===== config.mk =====
export PLATFORM = sky130hd
export DESIGN_NAME = fuzzy_text_match_scorer
export DESIGN_NICKNAME = d
export VERILOG_FILES = /design/src/fts_pkg.sv /design/src/fts_core.sv /design/src/fuzzy_text_match_scorer.sv
export SDC_FILE = /design/constraint.sdc
export NUM_CORES = 1
export LEC_CHECK = 0
export ABC_AREA = 1
export BUFFER_PORTS_ARGS = -buffer_cell sky130_fd_sc_hd__clkbuf_2
export CORE_AREA = 2 2 273 275
export DETAILED_ROUTE_END_ITERATION = 10
export DIE_AREA = 0 0 275 277
export SYNTH_ARGS = -nofsm -noshare
export SYNTH_HDL_FRONTEND = slang
export SYNTH_HIERARCHICAL = 1
export SYNTH_SLANG_ARGS = --single-unit

===== constraint.sdc =====
create_clock -name clk -period 17.9 [get_ports clk]
set_input_delay 3.58 -clock clk [delete_from_list [all_inputs] [get_ports clk]]
set_output_delay 3.58 -clock clk [all_outputs]
set_load 0.005 [all_outputs]

===== src/fts_pkg.sv =====
// Shared types, constants and helper functions of the fuzzy text match scorer.
package fts_pkg;

  // One input item as it sits in the input register.
  typedef struct packed {
    logic [7:0] text_byte;
    logic       no_byte;
    logic       end_of_text;
  } fts_item_t;

  // Configuration register indexes.
  localparam logic [1:0] REG_QUERY_LENGTH = 2'd0;
  localparam logic [1:0] REG_QUERY_LOW    = 2'd1;
  localparam logic [1:0] REG_QUERY_HIGH   = 2'd2;

  // Score codes.
  localparam logic [6:0] SCORE_PREFIX      = 7'd100;
  localparam logic [6:0] SCORE_INITIALS    = 7'd80;
  localparam logic [6:0] SCORE_SUBSTRING   = 7'd60;
  localparam logic [6:0] SCORE_SUBSEQUENCE = 7'd20;
  localparam logic [6:0] SCORE_NONE        = 7'd0;

  // Word boundary characters.
  localparam logic [7:0] CHAR_SPACE      = 8'h20;
  localparam logic [7:0] CHAR_SLASH      = 8'h2F;
  localparam logic [7:0] CHAR_UNDERSCORE = 8'h5F;
  localparam logic [7:0] CHAR_HYPHEN     = 8'h2D;

  localparam logic [7:0] CHAR_UPPER_A = 8'h41;
  localparam logic [7:0] CHAR_UPPER_Z = 8'h5A;
  localparam logic [7:0] CASE_OFFSET  = 8'h20;

  // Folds A-Z to lower case and leaves every other byte alone.
  function automatic logic [7:0] fold(input logic [7:0] c);
    if (c >= CHAR_UPPER_A && c <= CHAR_UPPER_Z) begin
      return c + CASE_OFFSET;
    end
    return c;
  endfunction

  function automatic logic is_boundary(input logic [7:0] c);
    return (c == CHAR_SPACE) || (c == CHAR_SLASH) ||
           (c == CHAR_UNDERSCORE) || (c == CHAR_HYPHEN);
  endfunction

endpackage


===== src/fts_core.sv =====
// Match trackers of the scorer: per-text state, one text byte per cycle while take is high.
module fts_core #(
  parameter int QUERY_MAX = 16
) (
  input  logic                               clk,
  input  logic                               rst,
  input  logic                               take,
  input  fts_pkg::fts_item_t                 item,
  input  logic [$clog2(QUERY_MAX+1)-1:0]     query_len,
  input  logic [7:0]                         query_bytes [QUERY_MAX],
  output logic [6:0]                         score
);
  import fts_pkg::*;

  localparam int CW = $clog2(QUERY_MAX + 1);
  localparam int IW = (QUERY_MAX > 1) ? $clog2(QUERY_MAX) : 1;
  localparam logic [CW:0] QMAX_W = (CW + 1)'(QUERY_MAX);
  localparam logic [CW-1:0] QMAX_C = CW'(QUERY_MAX);

  logic [7:0]    window [QUERY_MAX];
  logic [7:0]    window_next [QUERY_MAX];
  logic [CW-1:0] bytes_seen, bytes_seen_next;
  logic          prefix_holds, prefix_holds_next;
  logic          after_boundary, after_boundary_next;
  logic [CW-1:0] initials_seen, initials_seen_next;
  logic          initials_hold, initials_hold_next;
  logic          substring_found, substring_found_next;
  logic [CW-1:0] subseq_index, subseq_index_next;

  logic [7:0]           c;
  logic [7:0]           qf [QUERY_MAX];
  logic [QUERY_MAX-1:0] pos_match;

  always_comb begin
    for (int i = 0; i < QUERY_MAX; i++) begin
      qf[i] = fold(query_bytes[i]);
    end
    c = fold(item.text_byte);
  end

  // The window after this byte is shifted in, compared against the query
  // right-aligned to the newest end.
  always_comb begin
    for (int i = 0; i + 1 < QUERY_MAX; i++) begin
      window_next[i] = window[i + 1];
    end
    window_next[QUERY_MAX - 1] = c;
  end

  always_comb begin
    logic [CW:0] sum;
    logic [CW:0] k;
    for (int j = 0; j < QUERY_MAX; j++) begin
      sum = (CW + 1)'(j) + {1'b0, query_len};
      k   = sum - QMAX_W;
      if (sum >= QMAX_W) begin
        pos_match[j] = (window_next[j] == qf[k[IW-1:0]]);
      end else begin
        pos_match[j] = 1'b1;
      end
    end
  end

  always_comb begin
    bytes_seen_next      = bytes_seen;
    prefix_holds_next    = prefix_holds;
    after_boundary_next  = after_boundary;
    initials_seen_next   = initials_seen;
    initials_hold_next   = initials_hold;
    substring_found_next = substring_found;
    subseq_index_next    = subseq_index;
    score                = SCORE_NONE;

    if (take && !item.no_byte) begin
      if (bytes_seen < query_len && c != qf[bytes_seen[IW-1:0]]) begin
        prefix_holds_next = 1'b0;
      end
      if (is_boundary(c)) begin
        after_boundary_next = 1'b1;
      end else begin
        if (after_boundary) begin
          if (initials_seen < query_len && c != qf[initials_seen[IW-1:0]]) begin
            initials_hold_next = 1'b0;
          end
          if (initials_seen < QMAX_C) begin
            initials_seen_next = initials_seen + 1'b1;
          end
        end
        after_boundary_next = 1'b0;
      end
      if (bytes_seen < QMAX_C) begin
        bytes_seen_next = bytes_seen + 1'b1;
      end
      // Only the newest query_len window bytes are examined, and all of them
      // belong to this text once enough bytes have arrived.
      if (query_len != '0 && bytes_seen_next >= query_len && (&pos_match)) begin
        substring_found_next = 1'b1;
      end
      if (subseq_index < query_len && c == qf[subseq_index[IW-1:0]]) begin
        subseq_index_next = subseq_index + 1'b1;
      end
    end

    if (take && item.end_of_text) begin
      if (query_len != '0 && bytes_seen_next != '0) begin
        if (prefix_holds_next && bytes_seen_next >= query_len) begin
          score = SCORE_PREFIX;
        end else if (initials_hold_next && initials_seen_next >= query_len) begin
          score = SCORE_INITIALS;
        end else if (substring_found_next) begin
          score = SCORE_SUBSTRING;
        end else if (subseq_index_next >= query_len) begin
          score = SCORE_SUBSEQUENCE;
        end
      end
      bytes_seen_next      = '0;
      prefix_holds_next    = 1'b1;
      after_boundary_next  = 1'b1;
      initials_seen_next   = '0;
      initials_hold_next   = 1'b1;
      substring_found_next = 1'b0;
      subseq_index_next    = '0;
    end
  end

  always_ff @(posedge clk) begin
    if (take && !item.no_byte) begin
      window <= window_next;
    end
  end

  always_ff @(posedge clk) begin
    if (rst) begin
      bytes_seen      <= '0;
      prefix_holds    <= 1'b1;
      after_boundary  <= 1'b1;
      initials_seen   <= '0;
      initials_hold   <= 1'b1;
      substring_found <= 1'b0;
      subseq_index    <= '0;
    end else begin
      bytes_seen      <= bytes_seen_next;
      prefix_holds    <= prefix_holds_next;
      after_boundary  <= after_boundary_next;
      initials_seen   <= initials_seen_next;
      initials_hold   <= initials_hold_next;
      substring_found <= substring_found_next;
      subseq_index    <= subseq_index_next;
    end
  end

  a_counts_saturate: assert property (@(posedge clk) disable iff (rst)
    bytes_seen <= QMAX_C && initials_seen <= QMAX_C && subseq_index <= QMAX_C)
    else $error("tracker counter beyond its saturation point");

  a_cleared_after_end: assert property (@(posedge clk) disable iff (rst)
    take && item.end_of_text |=> bytes_seen == '0 && subseq_index == '0 &&
    !substring_found && prefix_holds && initials_hold && after_boundary)
    else $error("per-text state not cleared after the last byte");

  a_initials_bounded: assert property (@(posedge clk) disable iff (rst)
    initials_seen <= bytes_seen)
    else $error("more word initials than text bytes");

endmodule


===== src/fuzzy_text_match_scorer.sv =====
// Top level of the fuzzy text match scorer: stream ports, query registers, result register.
//
// The block scores a text, streamed one byte per transfer, against a query of up
// to QUERY_MAX bytes held in three configuration registers (length, bytes 0-7,
// bytes 8-15). Bytes are folded to lower case (A-Z only) on both sides. Four
// trackers run side by side on every byte: exact prefix, prefix of the word
// initials (words split at space, slash, underscore and hyphen), contiguous
// substring through a window of the last QUERY_MAX bytes compared in parallel,
// and ordered subsequence. The transfer that carries tlast produces exactly one
// result transfer with score 100, 80, 60, 20 or 0 (in that order of priority);
// an empty query, or a text with no bytes, scores 0. Set tuser on a transfer to
// mark it as carrying no byte, which is how an empty text is sent. The block
// takes one byte per clock cycle sustained: the trackers update from an input
// register, and the result enters the output register when the tlast item
// leaves the input register; it holds in the output register while the next
// text streams in, and input stalls only when a second result is due before the
// first has been taken. Write the configuration only while no text is in flight.
module fuzzy_text_match_scorer #(
  parameter int QUERY_MAX = 16
) (
  input  logic        clk,
  input  logic        rst,
  // Input stream.
  input  logic        s_tvalid,
  output logic        s_tready,
  input  logic [7:0]  s_tdata,   // [7:0] text_byte
  input  logic        s_tuser,   // [0] no_byte
  input  logic        s_tlast,   // end_of_text
  // Result stream.
  output logic        m_tvalid,
  input  logic        m_tready,
  output logic [7:0]  m_tdata,   // [6:0] match_score, [7] zero
  // Configuration write channel.
  input  logic        cfg_valid,
  output logic        cfg_ready,
  input  logic [1:0]  cfg_index,
  input  logic [63:0] cfg_data
);
  import fts_pkg::*;

  localparam int CW = $clog2(QUERY_MAX + 1);

  // Configuration registers.
  logic [4:0]  query_length;
  logic [63:0] query_low;
  logic [63:0] query_high;

  logic [CW-1:0] query_len;
  logic [7:0]    query_bytes [QUERY_MAX];

  // Input register.
  logic      in_valid;
  fts_item_t in_item;

  // Result register.
  logic       out_valid;
  logic [6:0] out_score;

  logic       take;
  logic [6:0] score;

  assign cfg_ready = 1'b1;

  always_ff @(posedge clk) begin
    if (rst) begin
      query_length <= '0;
      query_low    <= '0;
      query_high   <= '0;
    end else if (cfg_valid && cfg_ready) begin
      unique case (cfg_index)
        REG_QUERY_LENGTH: query_length <= cfg_data[4:0];
        REG_QUERY_LOW:    query_low    <= cfg_data;
        REG_QUERY_HIGH:   query_high   <= cfg_data;
        default: ;
      endcase
    end
  end

  // A length above QUERY_MAX counts as QUERY_MAX.
  always_comb begin
    if (query_length > 5'(QUERY_MAX)) begin
      query_len = CW'(QUERY_MAX);
    end else begin
      query_len = CW'(query_length);
    end
    for (int i = 0; i < QUERY_MAX; i++) begin
      if (i < 8) begin
        query_bytes[i] = query_low[(i % 8) * 8 +: 8];
      end else begin
        query_bytes[i] = query_high[(i % 8) * 8 +: 8];
      end
    end
  end

  // The item in the input register moves on unless it would produce a result
  // while the result register is still full.
  assign take     = in_valid && (!in_item.end_of_text || !out_valid || m_tready);
  assign s_tready = !in_valid || take;

  always_ff @(posedge clk) begin
    if (rst) begin
      in_valid <= 1'b0;
    end else if (s_tvalid && s_tready) begin
      in_valid <= 1'b1;
    end else if (take) begin
      in_valid <= 1'b0;
    end
  end

  always_ff @(posedge clk) begin
    if (s_tvalid && s_tready) begin
      in_item.text_byte   <= s_tdata;
      in_item.no_byte     <= s_tuser;
      in_item.end_of_text <= s_tlast;
    end
  end

  fts_core #(
    .QUERY_MAX(QUERY_MAX)
  ) u_core (
    .clk        (clk),
    .rst        (rst),
    .take       (take),
    .item       (in_item),
    .query_len  (query_len),
    .query_bytes(query_bytes),
    .score      (score)
  );

  always_ff @(posedge clk) begin
    if (rst) begin
      out_valid <= 1'b0;
    end else if (take && in_item.end_of_text) begin
      out_valid <= 1'b1;
    end else if (m_tready) begin
      out_valid <= 1'b0;
    end
  end

  always_ff @(posedge clk) begin
    if (take && in_item.end_of_text) begin
      out_score <= score;
    end
  end

  assign m_tvalid = out_valid;
  assign m_tdata  = {1'b0, out_score};

  a_result_from_last: assert property (@(posedge clk) disable iff (rst)
    $rose(m_tvalid) |-> $past(in_valid && in_item.end_of_text))
    else $error("result produced without a last byte");

  a_legal_score: assert property (@(posedge clk) disable iff (rst)
    m_tvalid |-> (out_score == SCORE_PREFIX || out_score == SCORE_INITIALS ||
                  out_score == SCORE_SUBSTRING || out_score == SCORE_SUBSEQUENCE ||
                  out_score == SCORE_NONE))
    else $error("score outside the legal set");

  a_held_item: assert property (@(posedge clk) disable iff (rst)
    in_valid && !take |=> in_valid && $stable(in_item))
    else $error("stalled input item lost");

endmodule

==> results of run 1 <==
-- per-layer routing --
layer | global-route usage | up-vias
met5 | 0 | -
met4 | 0.157 | 0
met3 | 0.0564 | 266
met2 | 0.441 | 1671
met1 | 0.431 | 13276
li1 | - | 13732
-- registers in the layout, indices dropped and copies added, names as in the netlist --
name	flops
query_low	64
in_item	10
u_core/substring_found	1
query_length	5
query_high	64
u_core/prefix_holds	1
u_core/after_boundary	1
out_score	7
in_valid	1
u_core/initials_seen	5
u_core/initials_hold	1
m_tvalid	1
u_core/bytes_seen	5
u_core/subseq_index	5
u_core/window	120
-- final timing paths --
kind	to	slack, ns	cells past startpoint
max reg2reg	out_score[2]	11.79	25
min	u_core/window[55]	0.44	0
max	s_tready	10.31	4
min reg2reg	u_core/window[55]	0.44	0
-- placed cells by master, fill, tap and decap left out, types with 7 or more instances in the layout --
cell type  Yosys  routed
xor2_1        53      53
o221ai_1      12      12
a31oi_1        9       9
clkbuf_16      0      35
nand4_1       46      46
buf_4         26      49
nor3_1         9       9
a21oi_1      189     189
dfxtp_1      154     152
nand3b_1      22      22
clkbuf_2       0      89
ha_1          62      61
clkinv_1       9      14
inv_1        434     431
xnor2_1        7       7
o2111ai_1     11      11
clkbuf_1      93       8
nand2_1     1067    1067
inv_2         10      11
nor2_1       408     404
o21ai_0      217     217
edfxtp_1     137     137
o211ai_1      67      67
nand3_1      951     949
-- power by group through the flow --
stage	logic [mW]	clock network (mW)	registers, mW
after floorplan	0.408	0	0.757
after CTS	0.580	0.707	0.769
final	0.601	0.692	0.772
after global placement	0.575	0	0.783
after global routing	0.656	0.730	0.773
after detailed placement	0.577	0	0.784
-- cell families after synthesis --
logic type / share of synthesized area
other: 0.000444
AND/OR/NAND/NOR: 0.432
adder cells (fa/ha/maj): 0.0306
buffers and inverters: 0.112
flip-flops: 0.284
AO/OA/AOI/OAI: 0.120
XOR/XNOR: 0.0220
-- layout make-up --
type	count	share of cell area
Clock buffer	46	0.0346
Clock inverter	13	0.00425
Inverter	453	0.0622
Multi-Input combinational cell	3190	0.562
Sequential cell	291	0.263
Tap cell	969	0.0443
Timing Repair Buffer	138	0.0297
-- through the flow --
stage	hold WS (ns)	instances
detailed placement	0.443	5041
finish	0.444	5100
floorplan	0.420	4155
global route	0.456	5100
global placement	0.432	5041
CTS	0.444	5100
==> flow_metrics.py, run 1 <==
metrics = {
    "run_status": {
        "outcome": "completed",
    },
    "routing": {
        "topRoutingLayerUsed": "met4",
        "met2WireLength_mm": 48.6,
        "vias_per_cell": 5.68,
        "drtPass1Iterations": 6,
        "drt_iter0_markers": 4270,
        "m1WireLength_mm": 51.2,
        "drc": 0,
        "route.met3.wl_mm": 12.1,
        "vias": 28945,
        "ant_nets": 0,
        "drt-total-wl_mm": 119,
        "avgRoutedWirePerCell_um": 23.4,
    },
    "timing": {
        "tns_ns": 0,
        "hold_violations": 0,
        "grt_setup_unrepaired": "false",
        "fin_crit_ns": 7.59,
        "period_share": 0.424,
        "slew_violations": 0,
        "max_freq_mhz": 132,
        "finalWorstSetupSlack_ns": 10.31,
        "setup_viol": 0,
        "worst_pin_slew_ns": 1.19,
        "skew_ns": 0.0119,
        "relSlewSlack": 0.208,
    },
    "clock_tree": {
        "htreeDepth": 2,
        "path_clk_slew_ns": 0.06,
        "clkLatencyLatePin_ns": 0.56,
        "cts_setup_buffers": 0,
        "cts_max_path_buffers": 3,
        "cts_resized": 0,
        "cts_inserted_buffers": 34,
        "cts_tree": "built",
        "clock-root-buffer": "clkbuf_16",
        "cts.sinks": 291,
        "cts_hold_buf": 0,
    },
    "cells_and_area": {
        "final_nets": 4251,
        "nFillCells": 8161,
        "multiInputGateArea_um2": 15400,
        "stdcell_area_um2": 27400,
        "diodes": 0,
        "final-seq-area_um2": 7200,
        "fin_util": 0.372,
        "syn2layout_area_growth_pct": 8.00,
        "layout-drive-gt1-share": 0.0545,
    },
    "placement": {
        "place_area_um2": 26300,
        "pre_cts_slack_ns": 10.32,
        "dp_hpwl_mm": 91.8,
        "port_buffers": 89,
        "globalplace.congestion": 1.06,
    },
    "grt": {
        "grt_overflow_total": 0,
        "grt_max_degree": 89,
        "grt_pass1_vias": 25385,
        "grt_pass1_wl_mm": 172,
        "grt_usage": 0.306,
        "antenna_found_initial": 0,
    },
    "yosys": {
        "yosys_warnings": 6,
        "synth.top_cell.area_share": 0.188,
        "synthTopCellsByArea": "nand3_1 19%, edfxtp_1 16%, nand2_1 16%, dfxtp_1 12%, inv_1 6.4%",
        "avgSynthCellArea_um2": 6.10,
        "synth_area_um2": 25400,
        "synth_top_area_cell": "nand3_1",
        "synth_edf_count": 137,
        "syn_inst": 4154,
        "yosys.cell_count.top_type": "nand2_1",
        "synth_common_cells": "1067 x nand2_1, 951 x nand3_1, 434 x inv_1, 408 x nor2_1, 217 x o21ai_0",
        "synth-seq-area-share": 0.284,
        "ys_ff_latch": 291,
        "ys_types": 49,
        "async_flop_share": 0,
        "synth_ff_type": "dfxtp_1",
    },
    "worst_setup_path": {
        "r2r-start": "query_length[4]",
        "cpMostUsedCell": "clkbuf_2",
        "crit_slowest_cell": "clkbuf_2",
        "critPathMaxStageDelay_ns": 0.15,
        "crit_type": "input port to output pin",
        "cp-start-kind": "input port",
        "cp-end-kind": "output pin",
        "cp.arrival_ns": 4.01,
        "worstPathRequired_ns": 14.32,
        "path_cells": "clkbuf_2, inv_1, nand4_1, clkbuf_2",
        "crit_path_max_fanout": 3,
        "critPathTopFamily": "buffers and inverters",
        "crit_start": "m_tready",
        "cp_num_buf_inv": 3,
    },
    "pwr": {
        "clockPowerShare": 0.335,
        "internal_power_mw": 1.30,
        "p_comb_frac": 0.291,
        "p_per_area_nw_per_um2": 75.4,
        "swShare": 0.373,
        "power_switching_mw": 0.770,
        "p_seq_frac": 0.374,
        "p_leak_nw": 12.5,
        "finalPower_mw": 2.07,
        "irDropWorstVdd_mv": 0.0692,
    },
    "floorplanning": {
        "start_util": 0.345,
        "core-area_um2": 73600,
        "die_x_um": 275,
        "rows": 100,
        "fp.dieArea_um2": 76200,
        "die_h_um": 277,
        "ios": 92,
    },
    "job": {
        "maxCapViolations": 0,
    },
    "hold_path": {
        "min_path_type": "flop to flop",
        "worstHoldStart": "u_core/window[47]",
    },
}
Note: power is estimated with default switching activity, not from simulation.
==> run 2, diff against run 1 <==
==> constraint.sdc (replaced) <==
create_clock -name clk -period 6.1 [get_ports clk]
set_input_delay 1.22 -clock clk [delete_from_list [all_inputs] [get_ports clk]]
set_output_delay 1.22 -clock clk [all_outputs]
set_load 0.005 [all_outputs]
==> run 2 against run 1 <==
  * Register-to-register slack got worse by 11 ns
  * Clock skew rose by 0.015 ns
  * Worst hold slack barely moved
  * Routed wire length rose by 10%
  * Combinational power rose to 3.1 times the previous value
  * Cell area rose by 0.84%
  * Clock-buffer cell count rose by 2
  * Final cell count rose by 0.33%
  * Clock power rose to 3.0 times the previous value
  * Flip-flop and latch count did not move
  * Critical endpoint is now out_score[2]
  * Largest cell class unchanged
==> flow_metrics.py, run 2 (same netlist as run 1, synthesis figures left out) <==
metrics = {
    "cells_and_area": {
        "stdcell_area_um2": 27600,
        "top_regs": "u_core/window: 120 flops, query_high: 64 flops, query_low: 64 flops",
        "fin_cells": 5117,
        "syn2layout_area_growth_pct": 8.91,
        "diodes": 0,
        "final_nets": 4267,
        "layout-drive-gt1-share": 0.0581,
        "final_cell_mix": "1067 x nand2_1, 949 x nand3_1, 431 x inv_1",
        "nFillCells": 8117,
        "largest_register_ff_count": 120,
        "layout_commonest_cell": "nand2_1",
        "regMostFlops": "u_core/window",
    },
    "pwr": {
        "irDropWorstVdd_mv": 0.244,
        "p_per_area_nw_per_um2": 225,
        "finalPower_mw": 6.21,
        "p_leak_nw": 12.6,
    },
    "routing": {
        "drc": 0,
        "drt_iter0_markers": 4495,
        "avgRoutedWirePerCell_um": 25.7,
        "drt-total-wl_mm": 132,
        "vias": 29426,
        "vias_per_cell": 5.75,
        "drtPass1Iterations": 9,
        "ant_nets": 0,
    },
    "worst_setup_path": {
        "crit_type": "flop to flop",
        "worstPathRequired_ns": 6.41,
        "cp-start-kind": "flop",
        "cp.arrival_ns": 5.16,
        "cp-end-kind": "flop",
        "crit_path_max_fanout": 29,
    },
    "floorplanning": {
        "start_util": 0.345,
        "die_x_um": 275,
        "ios": 92,
        "rows": 100,
        "die_h_um": 277,
        "core-area_um2": 73600,
        "fp.dieArea_um2": 76200,
    },
    "clock_tree": {
        "cts_inserted_buffers": 37,
        "htreeDepth": 2,
        "cts_setup_buffers": 0,
        "clkLatencyLatePin_ns": 0.57,
        "cts_max_path_buffers": 3,
        "cts_hold_buf": 0,
        "clock-root-buffer": "clkbuf_16",
        "cts.sinks": 291,
        "cts_resized": 0,
        "path_clk_slew_ns": 0.05,
        "cts_tree": "built",
    },
    "job": {
        "maxCapViolations": 0,
    },
    "timing": {
        "period_share": 0.796,
        "worst_pin_slew_ns": 1.07,
        "slew_violations": 0,
        "max_freq_mhz": 206,
        "setup_viol": 0,
        "hold_violations": 0,
        "relSlewSlack": 0.285,
        "fin_crit_ns": 4.85,
        "tns_ns": 0,
        "skew_ns": 0.0270,
        "grt_setup_unrepaired": "false",
        "worst_hold_slack_ns": 0.444,
    },
    "grt": {
        "grt_pass1_vias": 26124,
        "antenna_found_initial": 3,
        "grt_pass1_wl_mm": 188,
        "grt_max_degree": 87,
        "grt_usage": 0.339,
        "grt_overflow_total": 0,
    },
    "hold_path": {
        "min_path_type": "flop to flop",
    },
    "placement": {
        "place_area_um2": 26500,
        "globalplace.congestion": 1.10,
        "dpl.cell_count": 5054,
        "port_buffers": 89,
        "dp_hpwl_mm": 103,
    },
    "run_status": {
        "outcome": "completed",
    },
}
==> run 2: power by group <==
part	switching, mW	internal [mW]	leakage, nW
clock network	0.899	1.21	0.543
logic	1.32	0.522	9.57
registers	0.142	2.12	2.52
total	2.36	3.85	12.6
==> run 2: layout make-up <==
type / count / area, um2 / area share
Timing Repair Buffer: 151 / 986 / 0.0357
Tap cell: 969 / 1210 / 0.0439
Clock buffer: 48 / 1010 / 0.0365
Clock inverter: 15 / 114 / 0.00412
Inverter: 453 / 1700 / 0.0617
Multi-Input combinational cell: 3190 / 15400 / 0.557
Sequential cell: 291 / 7200 / 0.261
==> run 2: critical path, stage by stage, from the launching register on <==
cell and delay, ns:
dfxtp_1 0.78, a21boi_4 0.13, inv_2 0.12, buf_4 0.43
ha_1 0.32, a21oi_1 0.14, nor2_1 0.06, o21a_1 0.17
o21ai_1 0.18, o211ai_1 0.12, nor3_1 0.15, nor3b_2 0.19
nand4_1 0.11, nor2_1 0.23, nand2_1 0.14, xor2_1 0.15
inv_1 0.07, ha_1 0.26, inv_1 0.05, nand2_1 0.04
a21oi_1 0.12, o21bai_1 0.08, a21o_1 0.15, a21oi_1 0.16
nand3_1 0.09, nand2_1 0.07, a21oi_1 0.06
==> run 2: worst paths after layout <==
kind / start / to / slack, ns / depth (start not counted)
max: query_length[4] / out_score[2] / 1.25 / 26
min: u_core/initials_hold / u_core/initials_hold / 0.44 / 2
max reg2reg: query_length[4] / out_score[2] / 1.25 / 26
min reg2reg: u_core/initials_hold / u_core/initials_hold / 0.44 / 2
==> run 2: routing by layer <==
metal / track usage / vias to the layer above / routed length, um / part of all wire
li1: - / 13760 / - / -
met1: 0.469 / 13479 / 54500 / 0.41
met2: 0.486 / 1847 / 53600 / 0.41
met3: 0.0669 / 340 / 14200 / 0.11
met4: 0.194 / 0 / 9220 / 0.070
met5: 0 / - / 0 / 0
==> run 2: metrics by stage <==
stage,util,setup slack [ns]
floorplan,-,1.17
global placement,0.360,1.34
detailed placement,0.360,1.29
CTS,0.375,1.28
global route,0.375,0.835
finish,0.375,1.25
